[src/rtl/cltl_pkg.sv]
// ----------------------------------------------------------------------------
// cltl_pkg
// Shared types, constants and command words for the two-level lru hit counter
// ----------------------------------------------------------------------------
package cltl_pkg;

   localparam int L1_DEPTH_DEF   = 64;
   localparam int L2_DEPTH_DEF   = 1024;
   localparam int WARP_LINES_DEF = 32;
   localparam int WARP_SIZE_DEF  = 32;

   // byte address is a 32 bit index times a 5 bit element size
   localparam int ADDR_W  = 37;
   localparam int KEY_W   = ADDR_W;
   localparam int WARP_W  = 16;
   localparam int CNT_W   = 32;

   localparam int CSR_IDX_W  = 2;
   localparam int CSR_DATA_W = 11;

   localparam logic [CSR_IDX_W-1:0] CSR_L1_LINE_LOG2 = 2'd0;
   localparam logic [CSR_IDX_W-1:0] CSR_L2_LINE_LOG2 = 2'd1;
   localparam logic [CSR_IDX_W-1:0] CSR_L1_CAPACITY  = 2'd2;
   localparam logic [CSR_IDX_W-1:0] CSR_L2_CAPACITY  = 2'd3;

   localparam logic [3:0] L1_LINE_LOG2_RST  = 4'd7;
   localparam logic [3:0] L2_LINE_LOG2_RST  = 4'd5;
   localparam logic [3:0] FALLBACK_LINE_LOG2 = 4'd5;

   typedef enum logic [2:0] {
      ST_NOP    = 3'd0,
      ST_FIND   = 3'd1,
      ST_TOUCH  = 3'd2,
      ST_INSERT = 3'd3,
      ST_APPEND = 3'd4,
      ST_CLEAR  = 3'd5,
      ST_SEED   = 3'd6
   } store_op_type;

   typedef struct packed {
      logic busy;
      logic hit;
   } store_stat_type;

   typedef struct packed {
      logic [15:0] expr;
      logic        is_write;
      logic [7:0]  array;
   } group_type;

   typedef struct packed {
      logic [WARP_W-1:0] warp;
      logic [15:0]       loop;
      group_type         group;
   } keys_type;

   typedef struct packed {
      logic         load_item;
      logic         set_keys;
      logic         set_started;
      logic         clr_state;
      logic         seed_counts;
      logic         inc_total;
      logic         inc_l1;
      logic         inc_l2;
      logic         emit;
      logic         emit_last;
      store_op_type warp_op;
      store_op_type l1_op;
      store_op_type l2_op;
   } dp_cmd_type;

   typedef struct packed {
      logic           started;
      logic           group_change;
      logic           keys_change;
      logic           is_read;
      logic           final_item;
      logic           l1_on;
      logic           l2_on;
      logic           busy;
      logic           out_full;
      store_stat_type warp;
      store_stat_type l1;
      store_stat_type l2;
   } dp_stat_type;

endpackage

[src/rtl/cltl_ctrl.sv]
// ----------------------------------------------------------------------------
// cltl_ctrl
// Sequencer: takes one word, walks it through lookup, update and reporting
// ----------------------------------------------------------------------------
module cltl_ctrl (
   input  logic                  clock,
   input  logic                  reset,
   input  logic                  req_valid,
   output logic                  req_ready,
   output cltl_pkg::dp_cmd_type  cmd,
   input  cltl_pkg::dp_stat_type stat
);
   import cltl_pkg::*;

   typedef enum logic [10:0] {
      S_IDLE     = 11'b000_0000_0001,
      S_MUL      = 11'b000_0000_0010,
      S_KEY      = 11'b000_0000_0100,
      S_DECIDE   = 11'b000_0000_1000,
      S_FIND     = 11'b000_0001_0000,
      S_WAIT1    = 11'b000_0010_0000,
      S_WAIT2    = 11'b000_0100_0000,
      S_EMIT_OLD = 11'b000_1000_0000,
      S_SEED     = 11'b001_0000_0000,
      S_FIN      = 11'b010_0000_0000,
      S_EMIT_FIN = 11'b100_0000_0000
   } state_type;

   state_type state_ff, state_in;

   always_comb begin
      cmd      = '0;
      state_in = state_ff;
      unique case (state_ff)
         S_IDLE: begin
            if (req_valid) begin
               cmd.load_item = 1'b1;
               state_in      = S_MUL;
            end
         end
         S_MUL: state_in = S_KEY;
         S_KEY: state_in = S_DECIDE;
         S_DECIDE: begin
            if (!stat.started) begin
               cmd.set_started = 1'b1;
               cmd.set_keys    = 1'b1;
               state_in        = S_FIND;
            end else if (stat.group_change) begin
               state_in = S_EMIT_OLD;
            end else begin
               if (stat.keys_change) begin
                  cmd.warp_op  = ST_CLEAR;
                  cmd.set_keys = 1'b1;
               end
               state_in = S_FIND;
            end
         end
         S_FIND: begin
            cmd.warp_op = ST_FIND;
            cmd.l1_op   = ST_FIND;
            cmd.l2_op   = ST_FIND;
            state_in    = S_WAIT1;
         end
         S_WAIT1: begin
            if (!stat.busy) begin
               if (stat.warp.hit) begin
                  state_in = S_FIN;
               end else begin
                  cmd.inc_total = 1'b1;
                  if (stat.l1.hit) begin
                     if (stat.is_read) begin
                        cmd.inc_l1 = 1'b1;
                        cmd.l1_op  = ST_TOUCH;
                     end
                  end else begin
                     if (stat.is_read) begin
                        cmd.l1_op = ST_INSERT;
                     end
                     if (stat.l2.hit) begin
                        cmd.inc_l2 = 1'b1;
                        cmd.l2_op  = ST_TOUCH;
                     end else begin
                        cmd.l2_op = ST_INSERT;
                     end
                  end
                  cmd.warp_op = ST_APPEND;
                  state_in    = S_WAIT2;
               end
            end
         end
         S_WAIT2: begin
            if (!stat.busy) begin
               state_in = S_FIN;
            end
         end
         S_EMIT_OLD: begin
            if (!stat.out_full) begin
               cmd.emit      = 1'b1;
               cmd.emit_last = !stat.final_item;
               state_in      = S_SEED;
            end
         end
         S_SEED: begin
            // new group opens with its first line already in place
            cmd.seed_counts = 1'b1;
            cmd.set_keys    = 1'b1;
            cmd.warp_op     = ST_SEED;
            cmd.l1_op       = stat.l1_on ? ST_SEED : ST_CLEAR;
            cmd.l2_op       = stat.l2_on ? ST_SEED : ST_CLEAR;
            state_in        = S_FIN;
         end
         S_FIN: begin
            state_in = stat.final_item ? S_EMIT_FIN : S_IDLE;
         end
         S_EMIT_FIN: begin
            if (!stat.out_full) begin
               cmd.emit      = 1'b1;
               cmd.emit_last = 1'b1;
               cmd.clr_state = 1'b1;
               cmd.warp_op   = ST_CLEAR;
               cmd.l1_op     = ST_CLEAR;
               cmd.l2_op     = ST_CLEAR;
               state_in      = S_IDLE;
            end
         end
         default: state_in = S_IDLE;
      endcase
   end

   always_ff @(posedge clock) begin
      if (reset) begin
         state_ff <= S_IDLE;
      end else begin
         state_ff <= state_in;
      end
   end

   assign req_ready = (state_ff == S_IDLE);

endmodule

[config.mk]
export PLATFORM = sky130hd
export DESIGN_NAME = cltl_ctrl
export DESIGN_NICKNAME = d
export VERILOG_FILES = /design/src/rtl/cltl_pkg.sv /design/src/rtl/cltl_ctrl.sv
export SDC_FILE = /design/constraint.sdc
export NUM_CORES = 1
export LEC_CHECK = 0
export ABC_AREA = 0
export BUFFER_PORTS_ARGS = -buffer_cell sky130_fd_sc_hd__clkbuf_2
export CAP_MARGIN = 20
export CORE_MARGIN = 2
export CORE_UTILIZATION = 51
export CTS_CLUSTER_DIAMETER = 60
export DETAILED_ROUTE_END_ITERATION = 16
export PLACE_DENSITY = 0.88
export SLEW_MARGIN = 20
export SYNTH_ARGS = -nofsm -noshare
export SYNTH_HDL_FRONTEND = slang
export SYNTH_SLANG_ARGS = --single-unit
[constraint.sdc]
create_clock -name clock -period 3.4 [get_ports clock]
set_clock_uncertainty 0.1 [all_clocks]
set_input_delay 0.68 -clock clock [delete_from_list [all_inputs] [get_ports clock]]
set_output_delay 0.68 -clock clock [all_outputs]
set_load 0.02 [all_outputs]
* Yosys cells after proc, flatten, opt, wreduce, memory -nomap -nowiden *
Index checks and enable logic that the tools add are counted.
W data, S select, Z words.

cells by class
  reductions and logical operators = 2
  eq/ne operators = 16
  muxes and demuxes = 45

operators by type and width
  operator                number
  $pmux W11 S11           1
  $mux W11                7
  $pmux W6 S4             1
  $mux W3                 7
  $mux W9                 2
  $mux W8                 2
  $mux W1                 15
  $pmux W3 S5             1
  $mux W2                 6
  $eq A11 B1 Y1 const B   1
  $eq A11 B10 Y1 const B  1
  $eq A11 B11 Y1 const B  1
  $eq A11 B2 Y1 const B   1
  $eq A11 B3 Y1 const B   1
  $eq A11 B4 Y1 const B   1
  $eq A11 B5 Y1 const B   1
  $eq A11 B6 Y1 const B   1
  $eq A11 B7 Y1 const B   1
  $eq A11 B8 Y1 const B   1
  $eq A11 B9 Y1 const B   1
  $mux W10                1
  $ne A2 B2 Y1 const B    5
  $reduce_and A5 Y1       1
  $pmux W2 S2             1
  2 further kinds         2

storage, ports and cells
  register bits after elaboration = 11
  bits of input ports = 18
  logic and storage cells = 64
  output and inout bits = 20

* Logic depth before layout (Yosys ltp) *
  depth after elaboration = 5
  mapped depth = 7
  depth with buffers taken out = 6

* Least setup slack after synthesis *
Ideal clock, no wire load.

  kind = flip-flop to output port
  start point = reg state_ff[3]
  end point = out cmd[0] in the netlist's numbering
  cell stages (with the launch flop) = 7
  required time = 2620 ps
  path slack = 815 ps
  arrival = 1805 ps
  buffers on the path = 0
  path through = dfxtp_1 or3_1 nor3_1 nand4_1 inv_2 nand2b_1 o221ai_1

RTL lines
  item                    line              text
  start, declared         cltl_ctrl.sv:29   state_type state_ff, state_in;
  start signal, assigned  cltl_ctrl.sv:134  state_ff <= state_in;
  end, declared           cltl_ctrl.sv:10   output cltl_pkg::dp_cmd_type cmd,

==> results.yml <==
clocking:
  cts_buffers: 3
  clkTransAtPathRegs_ns: 0.07
  cts_sinks: 11
  ctsHoldBuffers: 0
  htree_levels: 1
  cts_setup_buffers: 0
  root_buffer: "clkbuf_4"
  ctsResizeCount: 0
  clk_latency_ns: 0.28
  cts_tree: "yes"
  cts_buffer_depth: 2
grt:
  antenna_found_initial: 0
  grt_pass1_vias: 875
  grt_pass1_wl_um: 3700
  grt_use_total_pct: 23.3
  grt_start_max_net_pins: 15
  grt_overflow: 0
place:
  post-dp-hpwl_um: 1860
  routabilityCongestion: 0.884
  post-place-cells: 176
  placed_area_mm2: 0.00108
  numPortBuffers: 34
critical_path:
  cp-end-kind: "output pin"
  path_class: "reg2out"
  slowest_stage: "or3_1"
  worstPathRequired_ns: 2.62
  max_stage_delay_ns: 0.42
  cp_max_fo: 6
  path_cells: "or3_1, nor3_1, nand4_1, inv_2, nand2b_1, o221ai_1, clkbuf_2"
  arrival_ns: 2.29
  critPathLaunchType: "flip-flop"
yosys:
  netlist_area_um2: 935
  async_flop_share_pct: 0
  yosysWarnings: 0
  synthCells: 125
  synth_flop_cell: "dfxtp_1"
  ys_ff_latch: 11
  yosys.area.top_type_share_pct: 23.6
  synth_seq_area_share_pct: 23.6
  synth_fp_nets: 143
  synth.largest_area_cell: "dfxtp_1"
  ys_types: 41
  synth.avg_cell_area_um2: 7.48
  synth_area_leaders: "dfxtp_1, nor3_1, xor2_1"
  synth-edff-count: 0
timing:
  min_period_over_period_pct: 90.3
  slew_headroom_pct: 66.8
  slew_violations: 0
  rsz0062_at_grt: "false"
  min_period_ns: 3.07
  tightest_slew_ns: 0.497
  hold_violations: 0
  tns_ns: 0
  setup_viol: 0
  fmaxAchievable_mhz: 326
power_and_ir_drop:
  p_total_mw: 0.295
  vdd_drop_max_mv: 0.253
  pwr_density_cell_mw_per_mm2: 267
  p_leak_nw: 0.525
floorplanning:
  start_util_pct: 54.1
  ios: 38
  rows: 15
  fp.coreArea_mm2: 0.00173
  die_w_um: 46.8
  dieArea_mm2: 0.00219
  dieHeight_um: 46.8
routing:
  route.detailed.wl_per_inst_um: 13.7
  num_vias: 1085
  vias_per_cell: 6.03
  drc: 0
  drt-initial-drc-count: 36
  drt_wl_total_um: 2470
  drt_first_pass_iters: 4
  postRouteAntennaNets: 0
final_layout:
  n_antenna_cell: 0
  layout_commonest_cell: "clkbuf_2"
  mostFrequentLayoutCells: "clkbuf_2, nand2_1, nor3_1, dfxtp_1, nor2_1"
  largest_register_ffs: 11
  reg_top3: "state_ff: 11 flops"
  top_register: "state_ff"
  layout-drive-gt1-share_pct: 29.7
  design_area_mm2: 0.00110
  final_cells: 180
  area_growth_pct: 18.2
  num-nets-final: 174
min_path:
  min_path_type: "in2reg"
flow_run:
  maxCapViolations: 0
status:
  status: "completed"
-- metrics by stage --
stage	utilization, %	hold WS, ns	setup WS (ns)
global placement	62.5	0.505	0.719
floorplan	-	0.462	0.815
detailed placement	62.5	0.529	0.662
finish	64.0	0.546	0.330
CTS	64.0	0.538	0.352
global route	64.0	0.581	0.169
-- power breakdown --
group	leakage (nW)	switching (mW)	total, mW	internal, mW
clock	0.0150	0.0490	0.0946	0.0456
combinational	0.421	0.0358	0.0632	0.0274
sequential	0.0891	0.00595	0.137	0.131
total	0.525	0.0907	0.295	0.204
-- critical path: cells and delay by family (launching register included) --
family          cells  cell delay (ns)
compound gates      1             0.20
buf+inv             2             0.32
flops               1             0.39
simple gates        4             1.09
-- layer usage --
metal | global-route usage [%] | wire length [µm] | vias up
met5 | 0 | 0 | -
met4 | 8.33 | 66 | 0
met3 | 2.31 | 234 | 10
met2 | 41.6 | 1150 | 62
met1 | 29.1 | 1010 | 492
li1 | - | - | 521
-- cell usage after synthesis, types with 2 or more instances --
cell	number
xor2_1	5
nand4_1	4
nor2b_1	2
buf_4	3
and2_1	2
nor4_1	3
o21ai_1	5
nor4_4	2
nor2_1	9
nand3_1	7
nand4b_1	3
clkbuf_1	2
nor3_1	11
o21ai_0	4
nand3b_1	2
o221ai_1	2
nor3b_1	2
buf_6	2
nand2_1	11
inv_1	5
a21oi_1	5
dfxtp_1	11
inv_2	2
nand2b_1	2
and3_1	3
-- kinds of logic after synthesis --
family          Yosys count  synth area share, %
buf+inv                  15                 8.97
flops                    11                 23.6
xor+xnor                  5                 4.69
compound gates           22                 14.7
mux                       1                 1.07
simple gates             71                 47.0
-- path summary, 6_finish.rpt --
kind / start / end / slack, ns / cells after the start
max: state_ff[9]$_SDFFE_PP0P_ / cmd[0] / 0.33 / 7
min: req_valid / state_ff[1]$_SDFFE_PP0P_ / 0.55 / 2
max reg2reg: state_ff[10]$_SDFFE_PP0P_ / state_ff[9]$_SDFFE_PP0P_ / 1.34 / 5
min reg2reg: state_ff[3]$_SDFFE_PP0P_ / state_ff[4]$_SDFFE_PP0P_ / 0.55 / 2
-- final cells by class --
type,instances,area (µm²)
Timing Repair Buffer,34,170
Fill cell,166,622
Clock buffer,4,26.3
Inverter,7,26.3
Multi-Input combinational cell,99,631
Tap cell,25,31.3
Sequential cell,11,220
Power figures use the tool's default switching activity.
